--- config.mk ---
export PLATFORM = sky130hd
export DESIGN_NAME = vcpi_ram
export DESIGN_NICKNAME = d
export VERILOG_FILES = /design/src/video_chip_port_interface_macros.svh /design/src/vcpi_ram.sv
export SDC_FILE = /design/constraint.sdc
export NUM_CORES = 1
export LEC_CHECK = 0
export ABC_AREA = 0
export BUFFER_PORTS_ARGS = -buffer_cell sky130_fd_sc_hd__buf_2
export CAP_MARGIN = 5
export CORE_MARGIN = 4
export CORE_UTILIZATION = 55
export DETAILED_ROUTE_END_ITERATION = 6
export PLACE_DENSITY = 0.75
export REMOVE_ABC_BUFFERS = 1
export SLEW_MARGIN = 20
export SYNTH_ARGS = -nofsm -noshare
export SYNTH_HDL_FRONTEND = slang
export SYNTH_SLANG_ARGS = --single-unit
export TNS_END_PERCENT = 30
--- constraint.sdc ---
create_clock -name clock -period 3.4 [get_ports clock]
set_clock_uncertainty 0.1 [all_clocks]
set_input_delay 0.34 -clock clock [delete_from_list [all_inputs] [get_ports clock]]
set_output_delay 0.34 -clock clock [all_outputs]
set_load 0.01 [all_outputs]
--- src/video_chip_port_interface_macros.svh ---
// ----------------------------------------------------------------------------
// Assertion macros for the video chip host port
// Shared same-cycle and next-cycle implication checks with a disable on reset.
// ----------------------------------------------------------------------------
`ifndef VIDEO_CHIP_PORT_INTERFACE_MACROS_SVH
`define VIDEO_CHIP_PORT_INTERFACE_MACROS_SVH

// Consequent must hold in the same cycle as the antecedent.
`define VCPI_ASSERT_SAME(label, clk, rst, ante, cons) \
   label: assert property (@(posedge clk) disable iff (rst) (ante) |-> (cons)) \
      else $error("host port check failed");

// Consequent must hold in the cycle after the antecedent.
`define VCPI_ASSERT_NEXT(label, clk, rst, ante, cons) \
   label: assert property (@(posedge clk) disable iff (rst) (ante) |=> (cons)) \
      else $error("host port check failed");

`endif

--- src/vcpi_ram.sv ---
// ----------------------------------------------------------------------------
// vcpi_ram
// Generic single-port synchronous RAM with a registered read.
// ----------------------------------------------------------------------------
module vcpi_ram #(
   parameter int WIDTH = 8,
   parameter int DEPTH = 32
) (
   input  logic                     clock,
   input  logic                     en,
   input  logic                     we,
   input  logic [$clog2(DEPTH)-1:0] addr,
   input  logic [WIDTH-1:0]         wr_data,
   output logic [WIDTH-1:0]         rd_data
);

   logic [WIDTH-1:0] mem_ff [DEPTH];
   logic [WIDTH-1:0] rd_data_ff;

   always_ff @(posedge clock) begin
      if (en) begin
         if (we) begin
            mem_ff[addr] <= wr_data;
         end else begin
            rd_data_ff <= mem_ff[addr];
         end
      end
   end

   assign rd_data = rd_data_ff;

endmodule

==> run metrics <==
Hold Buf Count CTS=0; # nets final=625; Vias=5346; commonest non-fill, non-tap cell in the layout=edfxtp_1; via-per-instance ratio=6.24; reg2reg end=rd_data[0]$_DFFE_PP_; share of the synthesized area in the top cell type=77.0%; DR pass1 iterations=4; Starting Density=56.5%; core area=18200 µm²; YS warnings=0; TritonCTS clock tree=built; # setup viols final=0; CP max stage cell=buf_6; first-pass GRT wire length=31600 µm; status=finished clean; worst reg-to-reg setup slack=1.58 ns; initial antenna violation count=0; Std-Cell Rows=49; crit path max fanout=72; area grow syn2layout=11.2%; Ports=24; starting DRC count in detailed routing=440; HP Class=primary input to register; Hold Crit Endpoint=rd_data[7]$_DFFE_PP_; DR WL/cell=24.5 µm; final core utilization=62.8%; commonest cells after routing, fill and taps aside=edfxtp_1 (264), mux2i_1 (128), o22ai_1 (64); DIE WIDTH=145 µm; worst-margin pin slew=0.979 ns; Max Cap Viol=0; Total Routed Length=21000 µm; clk slew on worst S/H paths=0.06 ns; Gate Count Post-Synth=580; sequential cell area fraction in the yosys report=77.0%; Total GRT Usage=20.4%; Power Dens Cells=570 nW/µm²; Final Hold Violating Endpoints=0; Leakage=3.93 nW; post_cts resized=0; CTS Buf Count=26; setup_tns=0 ns; post-route minimum period=2.34 ns; average cell area after synthesis=17.7 µm²; total grt overflow=0; Final period util=68.8%; CP required=3.55 ns; vias in the first global route=5353; CTS sink cnt=264; PortBufs=23; Root Driver=clkbuf_16; crit-path max cell delay=0.65 ns; post-route ant nets=0; CP arrival=2.49 ns; HP Start=we; H-tree Lvls=1; clk buf depth=3; Synth area leader=edfxtp_1; startpoint types=primary input; die area=21000 µm²; layout cells sized above 1=11.9%; slew margin rel.=34.6%; Max Clk Rate=428 MHz; synth top area cells=edfxtp_1 (77%), mux2i_1 (12%), o22ai_1 (3.9%); library cells used by synthesis=23; CP cell instances=buf_6, buf_12, mux2i_1, o22ai_1, nor4_1, nand2_1; largest net degree at the start of global routing=73; Final GP Congestion=0.853; Post-CTS Setup Inserts=0; hold slack=0.243 ns; type of the worst setup path=primary input to register; Ant. Diodes=0; clk_lat worst skew=0.52 ns; Slew Viols, Final=0; # fillers=1243; CP Capture Type=register; die height=145 µm; dpl hpwl=13300 µm; residual DRC count=0; Hold Crit Depth=2; Yosys reg bits=264; worst r2r src=mem_ff[23][0]$_DFFE_PP_; synthesized cell area=10300 µm²; Worst R2R Path Depth=4; RSZ-0062 raised after global routing=false; Worst IR Drop VDD=577 µV
==> metrics by stage <==
stage / setup slack [ns] / cell area, µm² / instances / power (mW)
2_1_floorplan: 1.48 / 10100 / 545 / 3.80
3_3_place_gp: 0.598 / 10600 / 810 / 3.96
3_5_place_dp: 0.582 / 10700 / 810 / 3.97
4_1_cts: 1.12 / 11400 / 857 / 6.57
5_1_grt: 0.996 / 11400 / 857 / 6.72
6_report: 1.06 / 11400 / 857 / 6.53
==> cell usage after synthesis (all sizes together) <==
cell	instances
edfxtp	264
mux2i	128
o22ai	64
nor2	31
buf	26
nor4	16
nand2	13
clkbuf	9
nand4bb	5
nand4b	4
nor3	4
or4b	4
nand3b	2
nand4	2
or3	2
or3b	2
nand3	1
nor2b	1
or4	1
or4bb	1
==> state kept, by name, summed over array words and instances, names as in the netlist <==
name and cells:
mem_ff 256, rd_data 8
==> power by group <==
| group | switching (mW) | internal, mW | total [mW] |
|---|---|---|---|
| Clock | 1.11 | 1.52 | 2.62 |
| Combinational | 0.191 | 0.0916 | 0.283 |
| Sequential | 0.00840 | 3.61 | 3.62 |
| Total | 1.31 | 5.22 | 6.53 |
==> area by class of cell <==
class	instances	area (µm²)	area share, %
Tap cell	229	287	2.50
Sequential cell	264	7930	69.3
Multi-Input combinational cell	281	2190	19.2
Timing Repair Buffer	36	244	2.13
Clock inverter	15	93.8	0.820
Clock buffer	32	694	6.07
==> how the worst max path moves through the flow <==
stage	from	to	slack, ns	cells after the start
final	addr[1]	rd_data[6]$_DFFE_PP_	1.06	6
after global routing	addr[1]	rd_data[6]$_DFFE_PP_	1.0	6
after CTS	addr[1]	rd_data[6]$_DFFE_PP_	1.12	6
after detailed placement	addr[1]	rd_data[6]$_DFFE_PP_	0.58	6
after global placement	addr[1]	rd_data[4]$_DFFE_PP_	0.60	6
after floorplan	addr[0]	mem_ff[24][0]$_DFFE_PP_	1.48	2
==> layer usage <==
| metal | wire length (µm) | global-route usage, % |
|---|---|---|
| met1 | 8680 | 27.4 |
| met2 | 10500 | 34.5 |
| met3 | 1090 | 3.06 |
| met4 | 721 | 6.77 |
| met5 | 0 | 0 |
==> kinds of logic after synthesis <==
family                 after synthesis  synth area share, %
buffers and inverters               35                 1.68
AND/OR/NAND/NOR                     89                 4.94
multiplexers                       128                 12.5
flip-flops                         264                 77.0
AO/OA/AOI/OAI                       64                 3.89
==> critical path, delay by kind of cell <==
kind	cells	cell delay, ns
mux	1	0.26
compound gates	1	0.10
buf+inv	2	1.00
simple gates	2	0.70
No activity file was read; power rests on OpenSTA's default activity.
