==> config.mk <==
export PLATFORM = sky130hd
export DESIGN_NAME = vcpi_regs
export DESIGN_NICKNAME = d
export VERILOG_FILES = /design/src/video_chip_port_interface_macros.svh /design/src/vcpi_pkg.sv /design/src/vcpi_regs.sv
export SDC_FILE = /design/constraint.sdc
export NUM_CORES = 1
export LEC_CHECK = 0
export ABC_AREA = 1
export BUFFER_PORTS_ARGS = -buffer_cell sky130_fd_sc_hd__buf_2
export CAP_MARGIN = 20
export CORE_MARGIN = 3
export CORE_UTILIZATION = 39
export CTS_CLUSTER_DIAMETER = 30
export CTS_CLUSTER_SIZE = 24
export DETAILED_ROUTE_END_ITERATION = 8
export GPL_ROUTABILITY_DRIVEN = 0
export PLACE_DENSITY = 0.8
export SETUP_SLACK_MARGIN = 0.1
export SLEW_MARGIN = 10
export SYNTH_ARGS = -nofsm -noshare
export SYNTH_HDL_FRONTEND = slang
export SYNTH_SLANG_ARGS = --single-unit
==> constraint.sdc <==
create_clock -name clock -period 1.35 [get_ports clock]
set_input_delay 0.405 -clock clock [delete_from_list [all_inputs] [get_ports clock]]
set_output_delay 0.405 -clock clock [all_outputs]
set_load 0.05 [all_outputs]
==> src/video_chip_port_interface_macros.svh <==
// ----------------------------------------------------------------------------
// Assertion macros for the video chip host port
// Shared same-cycle and next-cycle implication checks with a disable on reset.
// ----------------------------------------------------------------------------
`ifndef VIDEO_CHIP_PORT_INTERFACE_MACROS_SVH
`define VIDEO_CHIP_PORT_INTERFACE_MACROS_SVH

// Consequent must hold in the same cycle as the antecedent.
`define VCPI_ASSERT_SAME(label, clk, rst, ante, cons) \
   label: assert property (@(posedge clk) disable iff (rst) (ante) |-> (cons)) \
      else $error("host port check failed");

// Consequent must hold in the cycle after the antecedent.
`define VCPI_ASSERT_NEXT(label, clk, rst, ante, cons) \
   label: assert property (@(posedge clk) disable iff (rst) (ante) |=> (cons)) \
      else $error("host port check failed");

`endif

==> src/vcpi_pkg.sv <==
// ----------------------------------------------------------------------------
// vcpi_pkg
// Types, codes and constants shared by the video chip host port modules.
// ----------------------------------------------------------------------------
package vcpi_pkg;

   localparam int ADDR_W    = 14;
   localparam int LATCH_W   = 16;
   localparam int BYTE_W    = 8;
   localparam int OP_W      = 2;
   localparam int MODE_W    = 4;
   localparam int REG_IDX_W = 4;
   localparam int CSR_IDX_W = 1;

   localparam logic [ADDR_W-1:0] ADDR_MASK         = 14'h3fff;
   localparam logic [BYTE_W-1:0] SATTR_MASK        = 8'h7e;
   localparam logic [ADDR_W-1:0] NAME_FIXED_MASK   = 14'h3800;
   localparam logic [ADDR_W-1:0] PATTERN_HALF_MASK = 14'h2000;
   localparam logic [LATCH_W-1:0] LATCH_HI_MASK    = 16'h0f00;
   localparam logic [LATCH_W-1:0] LATCH_LO_MASK    = 16'h00ff;

   localparam logic [ADDR_W-1:0] NAME_MASK_RESET    = 14'h3c00;
   localparam logic [ADDR_W-1:0] PATTERN_MASK_RESET = 14'h3800;

   // host port operations
   typedef enum logic [OP_W-1:0] {
      OP_CTRL   = 2'd0,
      OP_DWRITE = 2'd1,
      OP_DREAD  = 2'd2,
      OP_NONE   = 2'd3
   } op_type;

   // access codes held in the top two latch bits
   typedef enum logic [1:0] {
      CODE_VREAD  = 2'd0,
      CODE_VWRITE = 2'd1,
      CODE_REG    = 2'd2,
      CODE_COLOR  = 2'd3
   } code_type;

   // video register numbers
   localparam logic [REG_IDX_W-1:0] REG_MODE1     = 4'd0;
   localparam logic [REG_IDX_W-1:0] REG_MODE2     = 4'd1;
   localparam logic [REG_IDX_W-1:0] REG_NAME      = 4'd2;
   localparam logic [REG_IDX_W-1:0] REG_COLOR     = 4'd3;
   localparam logic [REG_IDX_W-1:0] REG_PATTERN   = 4'd4;
   localparam logic [REG_IDX_W-1:0] REG_SATTR     = 4'd5;
   localparam logic [REG_IDX_W-1:0] REG_SPAT      = 4'd6;
   localparam logic [REG_IDX_W-1:0] REG_LAST_DEF  = 4'd10;

   // decoded mode codes
   localparam logic [MODE_W-1:0] MODE_TEXT_A = 4'd9;
   localparam logic [MODE_W-1:0] MODE_TEXT_B = 4'd13;
   localparam logic [MODE_W-1:0] MODE_TEXT   = 4'd1;
   localparam logic [MODE_W-1:0] MODE_G2     = 4'd2;

   // configuration register indexes
   localparam logic [CSR_IDX_W-1:0] CSR_NAME_MASK    = 1'd0;
   localparam logic [CSR_IDX_W-1:0] CSR_PATTERN_MASK = 1'd1;

   typedef enum logic {
      ST_IDLE,
      ST_FETCH
   } state_type;

   // register write command from the sequencer
   typedef struct packed {
      logic                 valid;
      logic [REG_IDX_W-1:0] index;
      logic [LATCH_W-1:0]   latch;
   } reg_cmd_type;

   // table base addresses
   typedef struct packed {
      logic [ADDR_W-1:0] name;
      logic [ADDR_W-1:0] color;
      logic [ADDR_W-1:0] pattern;
      logic [ADDR_W-1:0] sprite_attr;
      logic [ADDR_W-1:0] sprite_pattern;
   } base_set_type;

   // mode bits gathered from the two mode registers; text modes fold to one
   function automatic logic [MODE_W-1:0] decode_mode(input logic [BYTE_W-1:0] m1,
                                                     input logic [BYTE_W-1:0] m2);
      logic [MODE_W-1:0] vm;
      vm = {m1[2], m2[3], m1[1], m2[4]};
      if (vm == MODE_TEXT_A || vm == MODE_TEXT_B) begin
         vm = MODE_TEXT;
      end
      return vm;
   endfunction

endpackage

==> src/vcpi_regs.sv <==
// ----------------------------------------------------------------------------
// vcpi_regs
// Mode registers and table base decode, written on completed register pairs.
// ----------------------------------------------------------------------------
module vcpi_regs (
   input  logic                       clock,
   input  logic                       reset,
   input  vcpi_pkg::reg_cmd_type      cmd,
   input  logic [vcpi_pkg::ADDR_W-1:0] name_mask,
   input  logic [vcpi_pkg::ADDR_W-1:0] pattern_mask,
   output logic [vcpi_pkg::MODE_W-1:0] video_mode,
   output vcpi_pkg::base_set_type     bases
);
   import vcpi_pkg::*;

   logic [BYTE_W-1:0] mode1_ff, mode1_in;
   logic [BYTE_W-1:0] mode2_ff, mode2_in;
   base_set_type      bases_ff, bases_in;
   logic [MODE_W-1:0] vm;
   logic [LATCH_W-1:0] lat;
   logic [ADDR_W-1:0]  pat_masked;

   assign vm  = decode_mode(mode1_ff, mode2_ff);
   assign lat = cmd.latch;
   assign pat_masked = {lat[2:0], 11'd0} & pattern_mask;

   // register write decode; mode seen is the one before this write
   always_comb begin
      mode1_in = mode1_ff;
      mode2_in = mode2_ff;
      bases_in = bases_ff;
      if (cmd.valid) begin
         case (cmd.index)
            REG_MODE1:   mode1_in = lat[BYTE_W-1:0];
            REG_MODE2:   mode2_in = lat[BYTE_W-1:0];
            REG_NAME:    bases_in.name = {lat[3:0], 10'd0} & name_mask & NAME_FIXED_MASK;
            REG_COLOR: begin
               if (vm == MODE_G2) begin
                  bases_in.color = {lat[7], 13'd0};
               end else begin
                  bases_in.color = {lat[7:0], 6'd0};
               end
            end
            REG_PATTERN: begin
               if (vm[1]) begin
                  bases_in.pattern = pat_masked & PATTERN_HALF_MASK;
               end else begin
                  bases_in.pattern = pat_masked;
               end
            end
            REG_SATTR:   bases_in.sprite_attr = {lat[6:1] & SATTR_MASK[6:1], 8'd0};
            REG_SPAT: begin
               if (vm[3]) begin
                  bases_in.sprite_pattern = {lat[2], 13'd0};
               end else begin
                  bases_in.sprite_pattern = {lat[2:0], 11'd0};
               end
            end
            default: ;
         endcase
      end
   end

   always_ff @(posedge clock) begin
      if (reset) begin
         mode1_ff <= '0;
         mode2_ff <= '0;
         bases_ff <= '0;
      end else begin
         mode1_ff <= mode1_in;
         mode2_ff <= mode2_in;
         bases_ff <= bases_in;
      end
   end

   assign video_mode = vm;
   assign bases      = bases_ff;

endmodule

==> impl_metrics.json <==
{
  "grt_usage_pct": 12.8,
  "ys_seq_area_share_pct": 34.8,
  "path_clk_slew_ps": 90,
  "critPathRequiredTime_ps": 950,
  "r2r_start": "mode1_ff[1]",
  "clock_sinks": 27,
  "syn_to_final_growth_pct": 25.3,
  "end_kind": "primary output",
  "powerDensity_nw_per_um2": 934,
  "ff_latch_area_um2": 544,
  "initial_core_util_pct": 41.4,
  "cp_max_fo": 2,
  "dpl.hpwl_um": 2450,
  "setup.worst_path.class": "reg2out",
  "syn_area_um2": 1550,
  "grt_overflow": 0,
  "grt_max_degree": 28,
  "routed_wl_um": 3250,
  "routedWlPerCell_um": 9.67,
  "numCtsBuffers": 3,
  "grt_first_pass_wirelength_um": 4980,
  "nFillCells": 396,
  "portBuffers": 47,
  "peakVddDrop_mv": 0.502,
  "antenna_found_initial": 0,
  "clock_path_buffers": 2,
  "start_kind": "flip-flop",
  "worst_ep_arrival_time_ps": 1060,
  "p_leak_nw": 1.03,
  "skew_ps": 4.59,
  "cts_tree": "built",
  "avgViaCountPerCell": 4.08,
  "grt_pass1_vias": 1187,
  "violations": "negative setup slack",
  "fp-row-count": 22,
  "drtIter0Drc": 33,
  "die_height_um": 69.1,
  "fmax_mhz": 684,
  "cap_violations": 0,
  "hp-class": "in2reg",
  "synth_top_area_share_pct": 34.8,
  "fin_area_um2": 1940,
  "core_area_um2": 3740,
  "post-route-util_pct": 51.9,
  "drv_slew": 0,
  "drc": 0,
  "fin_nets": 340,
  "setup_tns_ps": -251,
  "drtAntennaViolNets": 0,
  "dpl_cell_area_um2": 1690,
  "cts-root-buf": "clkbuf_8",
  "ys_types": 16,
  "synth_area_leaders": "dfxtp_1 35%, buf_4 23%, nor2_1 13%",
  "setup_ws_ps": -112,
  "pin_count": 125,
  "outcome": "complete, but fails checks",
  "holdWs_ps": 351,
  "rsz0062_at_grt": "yes",
  "clkLatencyLatePin_ps": 270,
  "period_minus_slack_ps": 1460,
  "setup_viol": 3,
  "dieArea_um2": 4770,
  "n_antenna_cell": 0,
  "yosysWarnings": 0,
  "multiInputGateArea_um2": 758,
  "synth_seq_cells": 27,
  "drive_gt1_share_pct": 26.0,
  "syn_avg_cell_area_um2": 6.63,
  "drtPass1Iterations": 4,
  "synth_area_leader_cell": "dfxtp_1",
  "fp.dieW_um": 69.1,
  "crit_path_start": "mode1_ff[1]",
  "vias": 1371,
  "netlist_instances": 234,
  "hp-start": "cmd[7]",
  "period_share_pct": 108,
  "hold_viol": 0,
  "htree_num_levels": 1
}
-- where the power goes --
| group | total (mW) | switching, mW | internal, mW |
|---|---|---|---|
| combinational | 0.534 | 0.444 | 0.0904 |
| clock | 0.457 | 0.245 | 0.212 |
| sequential | 0.825 | 0.0112 | 0.814 |
| total | 1.82 | 0.700 | 1.12 |
-- layout by cell type (no fill, tap or decap) --
master	instances
inv_2	1
buf_8	3
nor2_1	53
nor2_4	1
inv_1	17
buf_4	18
o21ai_0	7
nand3_1	4
buf_2	20
nand2_1	50
nor2_2	4
dfxtp_1	24
nand2_4	3
clkbuf_8	3
nand2_2	1
clkinv_1	1
o21ai_2	1
dfxtp_2	3
buf_6	14
clkbuf_1	1
buf_12	1
a21oi_1	9
nand3_2	1
conb_1	47
clkinvlp_4	1
-- worst max-delay path, stage by stage (launching register included) --
cell	delay, ps
dfxtp_2	340
inv_2	70
nand2_4	60
o21ai_2	100
inv_1	60
buf_6	150
-- stage by stage --
| stage | worst slack (ps) | instances | power (mW) |
|---|---|---|---|
| final | -112 | 336 | 1.82 |
| after detailed placement | 49.2 | 327 | 1.34 |
| after floorplan | 103 | 280 | 1.37 |
| after CTS | -111 | 335 | 1.83 |
| after global routing | -157 | 336 | 1.89 |
| after global placement | 57.7 | 327 | 1.34 |
-- worst paths after layout --
path                   endpoint  slack [ps]  depth (start not counted)
setup / recovery  video_mode[2]        -110                          5
hold / removal        bases[55]         350                          3
setup reg to reg      bases[49]         170                          9
hold reg to reg       bases[22]         490                          2
-- what timing repair did --
item,CTS,global route
hold buffers,0,0
pin swaps,2,3
buffers inserted,4,2
setup endpoints to repair,27,16
gates resized for setup,42,19
-- synthesized netlist by cell type (all sizes together) --
cell and count:
o21ai 8, nand3 5, clkbuf 4, buf 48, dfxtp 27, inv 19
conb 1, nor2 58, a21oi 9, nand2 54, clkinv 1
-- area by class of cell --
cell class | instances | area share [%]
multi-input combinational | 181 | 39.0
tap | 48 | 3.09
timing repair buffer | 56 | 23.6
sequential | 27 | 28.0
inverter | 20 | 4.05
clock buffer | 4 | 2.32
-- state kept, by name, indices dropped and copies added, names as in the netlist --
register  flops
mode2_ff      2
bases        23
mode1_ff      2
-- metal layers --
metal | part of all wire [%] | global-route usage (%) | up-vias
met5 | 0 | 0 | -
met4 | 1.5 | 5.21 | 0
met3 | 6.9 | 2.33 | 5
met2 | 51 | 23.2 | 51
met1 | 40 | 14.7 | 604
li1 | - | - | 711
-- cell families (layout without fill, tap and decap cells) --
kind of cell           after synthesis  in the layout  synth area share (%)
AND/OR/NAND/NOR                    117            117                  30.2
buffers and inverters               72             80                  29.3
flip-flops                          27             27                  34.8
AO/OA/AOI/OAI                       17             17                  5.48
other                                1             47                 0.242
(Power assumes the default switching activity.)
